`config.mk`:
```
export PLATFORM = sky130hd
export DESIGN_NAME = gyro_frame_parser_crc16
export DESIGN_NICKNAME = d
export VERILOG_FILES = /design/src/sv/gfp_pkg.sv /design/src/sv/gfp_front.sv /design/src/sv/gfp_queue.sv /design/src/sv/gfp_back.sv /design/src/sv/gyro_frame_parser_crc16.sv
export SDC_FILE = /design/constraint.sdc
export NUM_CORES = 1
export LEC_CHECK = 0
export BUFFER_PORTS_ARGS = -buffer_cell sky130_fd_sc_hd__buf_2
export CORE_MARGIN = 2
export CORE_UTILIZATION = 55
export DETAILED_ROUTE_END_ITERATION = 8
export PLACE_DENSITY = 0.76
export SLEW_MARGIN = 20
export SYNTH_ARGS = -nofsm -noshare
export SYNTH_HDL_FRONTEND = slang
export SYNTH_SLANG_ARGS = --single-unit
export TNS_END_PERCENT = 10
```
`constraint.sdc`:
```
create_clock -name clk -period 3.9 [get_ports clk]
set_clock_uncertainty 0.1 [all_clocks]
set_input_delay 0.195 -clock clk [delete_from_list [all_inputs] [get_ports clk]]
set_output_delay 0.195 -clock clk [all_outputs]
set_load 0.005 [all_outputs]
```
`src/sv/gfp_pkg.sv`:
```
// gfp_pkg: shared types, constants and the byte-wise CRC16 update for the
// gyro frame parser. No dependencies.
package gfp_pkg;

    localparam logic [7:0]  FRAME_ADDR = 8'h0A;
    localparam logic [7:0]  FRAME_FUNC = 8'h03;
    localparam logic [7:0]  FRAME_LEN  = 8'h04;
    localparam logic [15:0] CRC_INIT   = 16'hFFFF;
    localparam logic [15:0] CRC_POLY   = 16'hA001;

    // result status codes
    localparam logic [1:0] ST_IDLE   = 2'd0;
    localparam logic [1:0] ST_GOOD   = 2'd1;
    localparam logic [1:0] ST_FORMAT = 2'd2;
    localparam logic [1:0] ST_CRC    = 2'd3;

    // classified byte event, front to back
    typedef struct packed {
        logic [1:0]  status;
        logic [15:0] angle;
        logic [15:0] rate;
    } event_t;

    // Modbus CRC16, reflected, one byte
    function automatic logic [15:0] crc_feed(input logic [15:0] crc, input logic [7:0] b);
        logic [15:0] c;
        c = crc ^ {8'h00, b};
        for (int k = 0; k < 8; k++) begin
            if (c[0])
            begin
                c = (c >> 1) ^ CRC_POLY;
            end
            else
            begin
                c = c >> 1;
            end
        end
        return c;
    endfunction

endpackage

```
`src/sv/gfp_front.sv`:
```
// gfp_front: frame hunter. Tracks the frame position, running CRC and held
// payload bytes, and turns each accepted byte into a gfp_pkg::event_t.
module gfp_front
(
    input  logic              clk,
    input  logic              rst_n,
    input  logic              in_valid,
    output logic              in_ready,
    input  logic [7:0]        rx_byte,
    output logic              push_valid,
    input  logic              push_ready,
    output gfp_pkg::event_t   push_data
);

    // frame position: index of the next expected frame byte
    localparam logic [3:0] POS_IDLE    = 4'd0;
    localparam logic [3:0] POS_FUNC    = 4'd1;
    localparam logic [3:0] POS_LEN     = 4'd2;
    localparam logic [3:0] POS_ANG_HI  = 4'd3;
    localparam logic [3:0] POS_ANG_LO  = 4'd4;
    localparam logic [3:0] POS_RATE_HI = 4'd5;
    localparam logic [3:0] POS_RATE_LO = 4'd6;
    localparam logic [3:0] POS_CRC_LO  = 4'd7;
    localparam logic [3:0] POS_CRC_HI  = 4'd8;

    logic [3:0]  pos_reg;
    logic [3:0]  pos_next;
    logic [15:0] crc_reg;
    logic [15:0] crc_next;
    logic [31:0] payload_reg;
    logic [31:0] payload_next;
    logic [7:0]  crc_low_reg;
    logic [7:0]  crc_low_next;
    logic        accept;

    assign in_ready   = push_ready;
    assign push_valid = in_valid;
    assign accept     = in_valid & push_ready;

    always_comb
    begin
        pos_next         = pos_reg;
        crc_next         = crc_reg;
        payload_next     = payload_reg;
        crc_low_next     = crc_low_reg;
        push_data.status = gfp_pkg::ST_IDLE;
        push_data.angle  = payload_reg[31:16];
        push_data.rate   = payload_reg[15:0];
        unique case (pos_reg) inside
            POS_FUNC, POS_LEN:
            begin
                if (rx_byte != ((pos_reg == POS_FUNC) ? gfp_pkg::FRAME_FUNC
                                                      : gfp_pkg::FRAME_LEN))
                begin
                    push_data.status = gfp_pkg::ST_FORMAT;
                    // resync; a stray address byte starts a new frame
                    if (rx_byte == gfp_pkg::FRAME_ADDR)
                    begin
                        pos_next = POS_FUNC;
                        crc_next = gfp_pkg::crc_feed(gfp_pkg::CRC_INIT, rx_byte);
                    end
                    else
                    begin
                        pos_next = POS_IDLE;
                        crc_next = gfp_pkg::CRC_INIT;
                    end
                end
                else
                begin
                    crc_next = gfp_pkg::crc_feed(crc_reg, rx_byte);
                    pos_next = pos_reg + 4'd1;
                end
            end
            POS_ANG_HI, POS_ANG_LO, POS_RATE_HI, POS_RATE_LO:
            begin
                crc_next     = gfp_pkg::crc_feed(crc_reg, rx_byte);
                payload_next = {payload_reg[23:0], rx_byte};
                pos_next     = pos_reg + 4'd1;
            end
            POS_CRC_LO:
            begin
                crc_low_next = rx_byte;
                pos_next     = POS_CRC_HI;
            end
            POS_CRC_HI:
            begin
                if ({rx_byte, crc_low_reg} == crc_reg)
                begin
                    push_data.status = gfp_pkg::ST_GOOD;
                end
                else
                begin
                    push_data.status = gfp_pkg::ST_CRC;
                end
                pos_next = POS_IDLE;
                crc_next = gfp_pkg::CRC_INIT;
            end
            default:
            begin
                // idle (and unreachable positions): wait for an address byte
                if (rx_byte == gfp_pkg::FRAME_ADDR)
                begin
                    pos_next = POS_FUNC;
                    crc_next = gfp_pkg::crc_feed(gfp_pkg::CRC_INIT, rx_byte);
                end
                else
                begin
                    pos_next = POS_IDLE;
                    crc_next = gfp_pkg::CRC_INIT;
                end
            end
        endcase
    end

    always_ff @(posedge clk or negedge rst_n)
    begin
        if (!rst_n)
        begin
            pos_reg <= POS_IDLE;
            crc_reg <= gfp_pkg::CRC_INIT;
        end
        else if (accept)
        begin
            pos_reg <= pos_next;
            crc_reg <= crc_next;
        end
    end

    always_ff @(posedge clk)
    begin
        if (accept)
        begin
            payload_reg <= payload_next;
            crc_low_reg <= crc_low_next;
        end
    end

endmodule

```
`src/sv/gfp_queue.sv`:
```
// gfp_queue: small FIFO of gfp_pkg::event_t between front and back.
// Push and pop may happen in the same cycle.
module gfp_queue
#(
    parameter int DEPTH = 2
)
(
    input  logic              clk,
    input  logic              rst_n,
    input  logic              push_valid,
    output logic              push_ready,
    input  gfp_pkg::event_t   push_data,
    output logic              pop_valid,
    input  logic              pop_ready,
    output gfp_pkg::event_t   pop_data
);

    localparam int IW = (DEPTH > 1) ? $clog2(DEPTH) : 1;
    localparam int CW = $clog2(DEPTH + 1);

    gfp_pkg::event_t mem [DEPTH];
    logic [IW-1:0]   wr_ptr_reg;
    logic [IW-1:0]   rd_ptr_reg;
    logic [CW-1:0]   count_reg;
    logic            push;
    logic            pop;

    assign push_ready = (count_reg != CW'(DEPTH));
    assign pop_valid  = (count_reg != '0);
    assign push       = push_valid & push_ready;
    assign pop        = pop_valid & pop_ready;
    assign pop_data   = mem[rd_ptr_reg];

    always_ff @(posedge clk)
    begin
        if (push)
        begin
            mem[wr_ptr_reg] <= push_data;
        end
    end

    always_ff @(posedge clk or negedge rst_n)
    begin
        if (!rst_n)
        begin
            wr_ptr_reg <= '0;
            rd_ptr_reg <= '0;
            count_reg  <= '0;
        end
        else
        begin
            if (push)
            begin
                wr_ptr_reg <= (wr_ptr_reg == IW'(DEPTH - 1)) ? '0 : wr_ptr_reg + 1'b1;
            end
            if (pop)
            begin
                rd_ptr_reg <= (rd_ptr_reg == IW'(DEPTH - 1)) ? '0 : rd_ptr_reg + 1'b1;
            end
            if (push && !pop)
            begin
                count_reg <= count_reg + 1'b1;
            end
            else if (pop && !push)
            begin
                count_reg <= count_reg - 1'b1;
            end
        end
    end

endmodule

```
`src/sv/gfp_back.sv`:
```
// gfp_back: applies events to the published values and counters and holds
// the result register. Uses gfp_pkg.
module gfp_back
(
    input  logic              clk,
    input  logic              rst_n,
    input  logic              pop_valid,
    output logic              pop_ready,
    input  gfp_pkg::event_t   pop_data,
    output logic              out_valid,
    input  logic              out_ready,
    output logic [1:0]        status,
    output logic signed [15:0] angle_raw,
    output logic signed [15:0] rate_raw,
    output logic [31:0]       frame_sequence,
    output logic [31:0]       format_error_count,
    output logic [31:0]       crc_error_count
);

    logic        valid_reg;
    logic [1:0]  status_reg;
    logic [15:0] angle_reg;
    logic [15:0] rate_reg;
    logic [31:0] good_reg;
    logic [31:0] fmt_reg;
    logic [31:0] crcerr_reg;
    logic        load;

    // counters only move when a new result loads, so they hold under stall
    assign pop_ready = !valid_reg || out_ready;
    assign load      = pop_valid && pop_ready;

    assign out_valid          = valid_reg;
    assign status             = status_reg;
    assign angle_raw          = angle_reg;
    assign rate_raw           = rate_reg;
    assign frame_sequence     = good_reg;
    assign format_error_count = fmt_reg;
    assign crc_error_count    = crcerr_reg;

    always_ff @(posedge clk or negedge rst_n)
    begin
        if (!rst_n)
        begin
            valid_reg  <= 1'b0;
            status_reg <= gfp_pkg::ST_IDLE;
            angle_reg  <= '0;
            rate_reg   <= '0;
            good_reg   <= '0;
            fmt_reg    <= '0;
            crcerr_reg <= '0;
        end
        else
        begin
            if (load)
            begin
                valid_reg  <= 1'b1;
                status_reg <= pop_data.status;
                unique case (pop_data.status)
                    gfp_pkg::ST_GOOD:
                    begin
                        angle_reg <= pop_data.angle;
                        rate_reg  <= pop_data.rate;
                        good_reg  <= good_reg + 32'd1;
                    end
                    gfp_pkg::ST_FORMAT:
                    begin
                        fmt_reg <= fmt_reg + 32'd1;
                    end
                    gfp_pkg::ST_CRC:
                    begin
                        crcerr_reg <= crcerr_reg + 32'd1;
                    end
                    default:
                    begin
                    end
                endcase
            end
            else if (out_ready)
            begin
                valid_reg <= 1'b0;
            end
        end
    end

endmodule

```
`src/sv/gyro_frame_parser_crc16.sv`:
```
// gyro_frame_parser_crc16: byte-serial parser for 9-byte gyro frames
// (0x0A 0x03 0x04, angle, rate, Modbus CRC16 low byte first).
// Usage:
//   in channel  : in_valid/in_ready with rx_byte, one received UART byte per
//                 transfer.
//   out channel : out_valid/out_ready; exactly one result per input byte:
//                 status (0 idle/in progress, 1 good frame, 2 format error,
//                 3 crc error), the last good angle and rate, and the good
//                 frame, format error and crc error counters (all wrap).
// Throughput: one byte per cycle while in_ready is high; the CRC update is
//   an 8-step XOR network in the front stage.
// Path: a byte accepted by the front is classified into the queue, and the
//   back then loads its result into the result register.
// Stall: when out_ready is low the result register holds; the queue absorbs
//   QUEUE_DEPTH more bytes, after which in_ready drops.
// Reset (rst_n low, async): parser idle, CRC at 0xFFFF, queue empty,
//   published angle/rate and all counters zero, no result pending.
module gyro_frame_parser_crc16
#(
    parameter int QUEUE_DEPTH = 2
)
(
    input  logic               clk,
    input  logic               rst_n,
    input  logic               in_valid,
    output logic               in_ready,
    input  logic [7:0]         rx_byte,
    output logic               out_valid,
    input  logic               out_ready,
    output logic [1:0]         status,
    output logic signed [15:0] angle_raw,
    output logic signed [15:0] rate_raw,
    output logic [31:0]        frame_sequence,
    output logic [31:0]        format_error_count,
    output logic [31:0]        crc_error_count
);

    logic            push_valid;
    logic            push_ready;
    gfp_pkg::event_t push_data;
    logic            pop_valid;
    logic            pop_ready;
    gfp_pkg::event_t pop_data;

    // front: frame position, running CRC, payload capture
    gfp_front u_front
    (
        .clk        (clk),
        .rst_n      (rst_n),
        .in_valid   (in_valid),
        .in_ready   (in_ready),
        .rx_byte    (rx_byte),
        .push_valid (push_valid),
        .push_ready (push_ready),
        .push_data  (push_data)
    );

    // decoupling queue of classified events
    gfp_queue #(
        .DEPTH (QUEUE_DEPTH)
    ) u_queue
    (
        .clk        (clk),
        .rst_n      (rst_n),
        .push_valid (push_valid),
        .push_ready (push_ready),
        .push_data  (push_data),
        .pop_valid  (pop_valid),
        .pop_ready  (pop_ready),
        .pop_data   (pop_data)
    );

    // back: publish, count, result register
    gfp_back u_back
    (
        .clk                (clk),
        .rst_n              (rst_n),
        .pop_valid          (pop_valid),
        .pop_ready          (pop_ready),
        .pop_data           (pop_data),
        .out_valid          (out_valid),
        .out_ready          (out_ready),
        .status             (status),
        .angle_raw          (angle_raw),
        .rate_raw           (rate_raw),
        .frame_sequence     (frame_sequence),
        .format_error_count (format_error_count),
        .crc_error_count    (crc_error_count)
    );

endmodule

```
# Word-level counts from Yosys, hierarchy flattened

Memories as Yosys holds them, arrays and structs flattened.
Cells that the tools add are included.

Memories: 1
Flip-flop bits (word level): 195
Bits in writable memories: 68
Input port bits: 12
Word-level logic and storage cells: 196
Output and inout bits: 132

Memory list:

| name        | words | width | read ports | clocked after memory_dff | write ports | RTL line        | text |
|---|---|---|---|---|---|---|---|
| u_queue.mem | 2     | 34    | 1          | 0                        | 1           | gfp_queue.sv:21 | `gfp_pkg::event_t mem [DEPTH];` |

Muxes and demuxes: 104
Reductions and logical operators: 19
Bitwise logic cells: 35
Eq/ne operators: 15
Add/subtract/negate cells: 8

Operators by type and width:

| kind                    | number |
|---|---|
| $mux W16                | 88 |
| $add A32 B1 Y32 const B | 3 |
| $not A2 Y3              | 30 |
| $pmux W16 S4            | 1 |
| $eq A16 B16 Y1          | 1 |
| $eq A4 B3 Y1 const B    | 4 |
| $not A8 Y16             | 1 |
| $pmux W4 S4             | 1 |
| $xor A16 B8 Y16         | 1 |
| $reduce_and A2 Y1       | 6 |
| $eq A4 B2 Y1 const B    | 2 |
| $eq A8 B4 Y1 const B    | 1 |
| $mux W2                 | 4 |
| $ne A8 B8 Y1            | 1 |
| $reduce_or A8 Y1        | 1 |
| $mux W1                 | 7 |
| $reduce_bool A2 Y1      | 3 |
| $add A4 B1 Y4 const B   | 1 |
| $eq A2 B2 Y1 const B    | 2 |
| $eq A4 B1 Y1 const B    | 1 |
| $eq A4 B4 Y1 const B    | 1 |
| $mux W4                 | 1 |
| $pmux W2 S2             | 1 |
| $reduce_or A4 Y1        | 1 |
| other kinds (12)        | 18 |

# Logic depth before layout (Yosys ltp)

Gate-level depths: netlist of run 1.

Depth in word-level cells: 41
Gate-level depth with buffers: 9
Gate-level depth less buffers: 8

# Hierarchy

A second synthesis of run 1 with hierarchy kept.

Cell total of the unflattened synthesis: 842
Area total of the unflattened synthesis: 11437.2 µm²

By module, submodules not included:

| module    | seq. area each (µm²) | times used | area an instance (µm²) | cells an instance |
|---|---|---|---|---|
| gfp_back  | 3278.1               | 1          | 5649.2                 | 471 |
| gfp_front | 1721.7               | 1          | 2989.1                 | 247 |
| gfp_queue | 2142.1               | 1          | 2798.9                 | 124 |

# Worst setup path before layout of run 1

OpenSTA, ideal clock, no wires.

Path type: reg2reg
Start: register u_front.pos_reg[0]
End: register u_front.payload_reg[0], enable pin
Period minus slack after synthesis: 2941 ps
Path slack: 959 ps
Path buffers: 0
Data required time: 3379 ps
Setup time: 421 ps
Data arrival time: 2420 ps
Stages on the path, launching flop included: 6
Path through: dfrtp_1 > inv_1 > ha_1 > nor3_1 > a211o_1 > nor2_1

Longest elaborated chain between the ends: 3
Elaborated cells on any way between the ends: 6
Classes of those cells: eq/ne: 4; reduce/logical: 2

RTL lines:

| element                                                       | RTL line         | text |
|---|---|---|
| from (decl)                                                   | gfp_front.sv:26  | `logic [3:0] pos_reg;` |
| from (signal assigned)                                        | gfp_front.sv:124 | `pos_reg <= pos_next;` |
| $eq A4 B3 Y1 (no source line) or $eq A4 B2 Y1 (tied branches) | --               |  |
| $reduce_or A4 Y1 *                                            | --               |  |
| $reduce_and A2 Y1 (no source line) *                          | --               |  |
| to (signal assigned)                                          | gfp_front.sv:133 | `payload_reg <= payload_next;` |
| to (decl)                                                     | gfp_front.sv:30  | `logic [31:0] payload_reg;` |

Mark *: on every way between the ends. The rest lies on a longest branch, timed or not.
A chain may end at the register's enable or synchronous reset.

# Worst setup path in the final report of run 1

Start: register u_queue.rd_ptr_reg
End: register u_back.good_reg[28], in the netlist u_back.frame_sequence[28]

Longest elaborated chain between the ends: 3

RTL lines:

| element                            | RTL line        | text |
|---|---|---|
| from (decl)                        | gfp_queue.sv:23 | `logic [IW-1:0] rd_ptr_reg;` |
| from (signal assigned)             | gfp_queue.sv:58 | `rd_ptr_reg <= (rd_ptr_reg == IW'(DEPTH - 1)) ? '0 : rd_ptr_reg + 1'b1;` |
| $mem_v2 Z2 W34                     | --              |  |
| $eq A2 B1 Y1                       | gfp_back.sv:59  | `unique case (pop_data.status)` |
| $reduce_and A2 Y1 (no source line) | --              |  |
| to (signal assigned)               | gfp_back.sv:64  | `good_reg <= good_reg + 32'd1;` |
| to (decl)                          | gfp_back.sv:24  | `logic [31:0] good_reg;` |

No other way between the ends.

==> results.yml, run 1 <==
power_and_ir_drop:
  pwr-share-clk_pct: 32.3
  swShare_pct: 29.1
  pwr-share-comb_pct: 22.7
  power.switching_mw: 2.43
  power_density_nw_per_um2: 635
  leakage_nw: 5.69
  ir_drop_mv: 0.318
  p_int_mw: 5.92
  p_seq_share_pct: 45.0
clocking:
  ctsRootBufferMaster: "clkbuf_16"
  cts_tree: "built"
  cts_resized: 0
  cts_buffers: 28
  clk_latency_ns: 0.52
  clk_pin_slew_ns: 0.06
  htreeDepth: 1
  cts_buffer_depth: 3
  cts_sinks: 263
logic_synthesis:
  syn_inst: 835
  synth.distinct_cells: 59
  syn_avg_cell_area_um2: 13.2
  async_flop_share_pct: 58.9
  synth_edf_count: 108
  syn_area_um2: 11000
  yosysSeqAreaShare_pct: 64.7
  ys_warn_count: 0
  ys.flop_type: "dfrtp_1"
  synth_nets: 859
  ys_ff_latch: 263
timing:
  whs_ns: 0.128
  drv_slew: 0
  fin_crit_sh_pct: 63.3
  tightest_slew_ns: 1.04
  setup_viol: 0
  grt_setup_unrepaired: "false"
  finalHoldViolations: 0
  timing.fmax_mhz: 405
  period_needed_ns: 2.47
  slew_headroom_pct: 30.5
  fin_tns_setup_ns: 0
worst_setup_path:
  required_ns: 4.20
  cp_cell_sequence: "mux2i_1 -> nand3_2 -> nor4_4 -> and4_1 -> nand3_1 -> xnor2_1"
  max_stage_delay_ns: 0.57
  critPathCaptureType: "register"
  path_max_fanout: 7
  critPathKind: "reg -> reg"
  crit_slowest_cell: "nor4_4"
  cp-start-kind: "register"
  worst_ep_arrival_time_ns: 2.77
placed_design:
  hpwl_um: 14100
  place_congestion: 0.868
  port-buffer-count: 143
route:
  drtAntennaViolNets: 0
  drtIter0Drc: 488
  avgViaCountPerCell: 5.32
  wl_per_cell_um: 16.7
  num_vias: 6859
  routed_wl_um: 21500
  drc_errors: 0
  top_layer: "met4"
  first_pass_iters: 5
  met3_length_um: 1060
  drt-met1-wl_um: 9750
  met2_length_um: 10400
global_routing:
  grt_pass1_wl_um: 35200
  antenna_found_initial: 0
  grt_pass1_vias: 6865
  grt_usage_pct: 20.2
  grt_max_degree: 97
  grt_overflow: 0
final_layout:
  area_growth_pct: 19.2
  insertedDiodeCount: 0
  largest_register: "u_queue.mem"
  utilization_pct: 67.2
  drive_gt1_share_pct: 22.9
  nets: 1027
  fillerInstances: 1449
  largest_register_ffs: 68
floorplanning:
  core_area_um2: 19600
  num_io_pins: 144
  die_h_um: 146
  die_w_um: 146
  placementRows: 51
  initial_utilization_pct: 56.4
  dieArea_um2: 21200
hold_path:
  hold_class: "in -> reg"
run:
  cap_violations: 0
outcome:
  status: "finished, final reports clean"
==> synth_stat cells, types with 5 or more instances <==
| cell | instances | area [um2] |
|---|---|---|
| and3_1 | 12 | 75.1 |
| edfxtp_1 | 108 | 3240 |
| a21oi_1 | 37 | 185 |
| or3_1 | 6 | 37.5 |
| nor2_1 | 83 | 312 |
| xor2_1 | 29 | 254 |
| ha_1 | 12 | 150 |
| xnor2_1 | 107 | 937 |
| dfrtp_1 | 139 | 3480 |
| nor3_1 | 10 | 50.1 |
| inv_1 | 14 | 52.6 |
| o21ai_0 | 10 | 50.1 |
| dfstp_2 | 16 | 420 |
| o32a_1 | 6 | 60.1 |
| and4_1 | 10 | 87.6 |
| a22oi_1 | 5 | 37.5 |
| nand2_1 | 52 | 195 |
| nand3_1 | 28 | 140 |
| o22a_1 | 5 | 43.8 |
| nand4_1 | 33 | 206 |
| clkbuf_1 | 14 | 52.6 |
| mux2i_1 | 35 | 350 |
==> worst max-delay path: cells and delay by family (launching register included) <==
| family | cells | cell delay, ns |
|---|---|---|
| xor gates and xnor gates | 1 | 0.13 |
| muxes | 1 | 0.37 |
| DFF | 1 | 0.43 |
| and+or+nand+nor | 4 | 1.32 |
==> cells by family after synthesis <==
group                      synth area share, %
adders and majority gates                 1.36
xor gates and xnor gates                  12.3
buffers and inverters                     1.34
and+or+nand+nor                           11.9
AOI/OAI and AO/OA                         4.95
DFF                                       64.7
muxes                                     3.50
==> metal layers <==
layer	global-route usage (%)	vias up
li1	-	3323
met1	28.2	3358
met2	33.4	157
met3	3.48	21
met4	4.95	0
met5	0	-
==> final timing paths <==
kind	cells past startpoint	from	slack (ns)	to
hold reg to reg	0	u_front.payload_reg[30]	0.34	u_queue.mem[1][30]
hold / removal	3	in_valid	0.13	u_queue.wr_ptr_reg
min in group asynchronous	2	rst_n	0.22	u_back.angle_raw[8]
max in group asynchronous	3	rst_n	2.56	u_front.crc_reg[15]
setup / recovery	6	u_queue.rd_ptr_reg	1.43	u_back.frame_sequence[28]
setup reg to reg	6	u_queue.rd_ptr_reg	1.43	u_back.frame_sequence[28]
==> power groups by stage <==
stage / logic (mW) / registers [mW] / clock network, mW
finish: 1.90 / 3.76 / 2.70
global route: 2.10 / 3.82 / 2.87
global placement: 1.84 / 3.78 / 0
CTS: 1.92 / 3.76 / 2.75
floorplan: 1.27 / 3.75 / 0
detailed placement: 1.89 / 3.81 / 0
==> layout by cell type (no fill, tap or decap), types with 30 or more instances in the layout <==
cell type	n
xnor2_1	107
nor2_1	80
nand4_1	33
dfrtp_1	138
clkbuf_16	30
edfxtp_1	108
a21oi_1	37
nand2_1	52
mux2i_1	35
buf_2	142
==> what timing repair did <==
action                                 in CTS  in global routing
hold buffers                               10                  0
endpoints found under the hold margin     112                  0
buffers inserted                            0                  0
==> metrics by stage <==
step | total power, mW | cells | cell area [um2] | setup WS [ns]
finish | 8.36 | 1290 | 13200 | 1.43
global route | 8.79 | 1290 | 13200 | 1.18
CTS | 8.43 | 1290 | 13200 | 1.41
detailed placement | 5.70 | 1228 | 12100 | 1.42
global placement | 5.62 | 1228 | 12100 | 1.50
floorplan | 5.01 | 835 | 11000 | 0.959
==> cell type report <==
type / count / area, um2 / share of cell area, %
repair buffers: 159 / 880 / 6.68
flip-flops and latches: 263 / 7140 / 54.3
clock inverters: 10 / 106 / 0.808
well taps: 265 / 332 / 2.52
multi-input cells: 536 / 3780 / 28.7
inverters: 15 / 56.3 / 0.428
clock buffers: 42 / 866 / 6.58
No activity file was read; power rests on OpenSTA's default activity.
==> run 2, diff against run 1 <==
- CORE_UTILIZATION: 55 -> 52
- clock period: 3.9 -> 2.15 ns (I/O delays scaled with it)
==> run 2 against run 1 <==
Compared with the run above: largest power group unchanged; highest routed layer unchanged; the run now ends with setup timing left; final area rose by 3.8%; global-route usage fell by 0.87 points; clock power rose by 56%; register-to-register slack got worse by 1.5 ns; total power rose by 78%.
==> results.yml, run 2 (synthesis results as in run 1) <==
floorplanning:
  placementRows: 53
  num_io_pins: 144
  die_h_um: 150
  die_w_um: 150
  initial_utilization_pct: 52.7
  dieArea_um2: 22400
  core_area_um2: 21000
route:
  drtAntennaViolNets: 0
  drtIter0Drc: 318
  routed_wl_um: 21900
  wl_per_cell_um: 16.1
  avgViaCountPerCell: 5.25
  num_vias: 7133
  drc_errors: 0
  first_pass_iters: 5
hold_path:
  hold_class: "in -> async"
timing:
  fin_tns_setup_ns: -0.0511
  tightest_slew_ns: 0.587
  fin_crit_sh_pct: 102
  setup_viol: 2
  setup_ws_ns: -0.0371
  drv_slew: 0
  finalHoldViolations: 0
  period_needed_ns: 2.19
  timing.fmax_mhz: 457
  grt_setup_unrepaired: "true"
  slew_headroom_pct: 60.9
worst_setup_path:
  critPathCaptureType: "register"
  max_stage_delay_ns: 0.55
  crit_slowest_cell: "dfstp_2"
  critical_path_buf_inv_count: 1
  r2r_slack_ns: -0.04
  critPathKind: "reg -> reg"
  required_ns: 2.51
  cp_cell_sequence: "xor2_2 -> xnor3_1 -> xnor3_2 -> buf_4 -> xnor2_1 -> o221ai_1 -> o221a_2"
  crit_family: "XOR/XNOR gates"
  worst_ep_arrival_time_ns: 2.54
  path_max_fanout: 2
  cp-start-kind: "register"
final_layout:
  mostFrequentLayoutCells: "142 x buf_2, 138 x dfrtp_1, 108 x edfxtp_1"
  mostFrequentLayoutCell: "buf_2"
  nets: 1089
  insertedDiodeCount: 0
  area_growth_pct: 23.6
  largest_register_ffs: 68
  largest_register: "u_queue.mem"
  drive_gt1_share_pct: 27.9
  fillerInstances: 1558
global_routing:
  antenna_found_initial: 0
  grt_overflow: 0
  grt_max_degree: 67
  grt_pass1_wl_um: 34900
  grt_pass1_vias: 6901
  grt_usage_pct: 19.3
clocking:
  ctsRootBufferMaster: "clkbuf_16"
  cts_setup_buffers: 0
  cts_buffers: 27
  cts_sinks: 263
  clk_pin_slew_ns: 0.06
  clk_latency_ns: 0.52
  htreeDepth: 1
  cts_buffer_depth: 3
  cts_tree: "built"
power_and_ir_drop:
  p_int_mw: 10.5
  pwr-share-clk_pct: 28.3
  power.switching_mw: 4.39
  swShare_pct: 29.5
  power_density_nw_per_um2: 1090
  leakage_nw: 5.95
  p_seq_share_pct: 45.4
  finalPower_mw: 14.9
  ir_drop_mv: 0.628
  pwr-share-comb_pct: 26.4
outcome:
  failed_checks: "setup timing"
  status: "finished, violations left"
placed_design:
  port-buffer-count: 143
  place_congestion: 0.907
  hpwl_um: 14800
run:
  cap_violations: 0
[run 2: changes by cell type in the layout (fill, tap and decap cells not counted), sizes merged]
cell         previous run  this run
dlygate4sd3            10        11
clkinvlp                1         2
buf                   149       211
bufinv                  2         0
inv                    16        14
clkinv                  6         5
[run 2: repair_timing]
item                                   CTS  global route
gates resized for setup                  3            16
setup endpoints to repair                7            43
pin swaps                                4             2
hold buffers                            12             0
endpoints found under the hold margin  157             0
[run 2: final timing paths]
check                                          to                     from  depth (start not counted)
max                           u_front.crc_reg[15]       u_front.crc_reg[0]                          7
min                           u_back.angle_raw[1]                    rst_n                          3
max reg2reg                   u_front.crc_reg[15]       u_front.crc_reg[0]                          7
min reg2reg                    u_queue.mem[1][25]  u_front.payload_reg[25]                          0
max in group asynchronous      u_front.crc_reg[5]                    rst_n                          3
min in group clk           u_front.payload_reg[0]               rx_byte[0]                          2
[run 2: cell type report]
| type | instances | area (um2) | area share (%) |
|---|---|---|---|
| clock inverter | 6 | 35.0 | 0.257 |
| clock buffer | 42 | 762 | 5.58 |
| tap | 275 | 344 | 2.52 |
| inverter | 15 | 60.1 | 0.440 |
| timing repair buffer | 222 | 1470 | 10.7 |
| sequential | 263 | 7140 | 52.3 |
| multi-input combinational | 536 | 3850 | 28.2 |
[run 2: power by group through the flow]
stage	logic [mW]	registers, mW	clock network, mW
after floorplan	2.31	6.79	0
after global placement	3.79	6.81	0
after detailed placement	3.86	6.85	0
after CTS	3.91	6.76	4.33
after global routing	4.32	6.87	4.54
final	3.93	6.76	4.21
[run 2: worst reg2reg max path, cell delays in order, from the launching register on]
cell and delay, ns:
dfstp_2 0.55, xor2_2 0.15, xnor3_1 0.41, xnor3_2 0.24, buf_4 0.16, xnor2_1 0.12, o221ai_1 0.20, o221a_2 0.20
[run 2: through the flow]
step                      instances  hold WS, ns  cell area, um2  util, %  setup slack [ns]
after CTS                      1359       0.0210           13600     64.9           -0.0285
after global placement         1299      -0.0914           12700     60.4           -0.0372
final                          1359       0.0401           13700     65.2           -0.0371
after detailed placement       1299      -0.0915           12700     60.4           -0.0495
after floorplan                 835       -0.288           11100        -           -0.0790
after global routing           1359       0.0521           13700     65.2            -0.122
[run 2: metal layers]
layer,vias to the layer above,track usage (%),wire (um)
met3,31,3.54,1230
met4,0,4.43,359
met5,-,0,0
met1,3480,26.4,9620
met2,181,32.5,10700
li1,3441,-,-
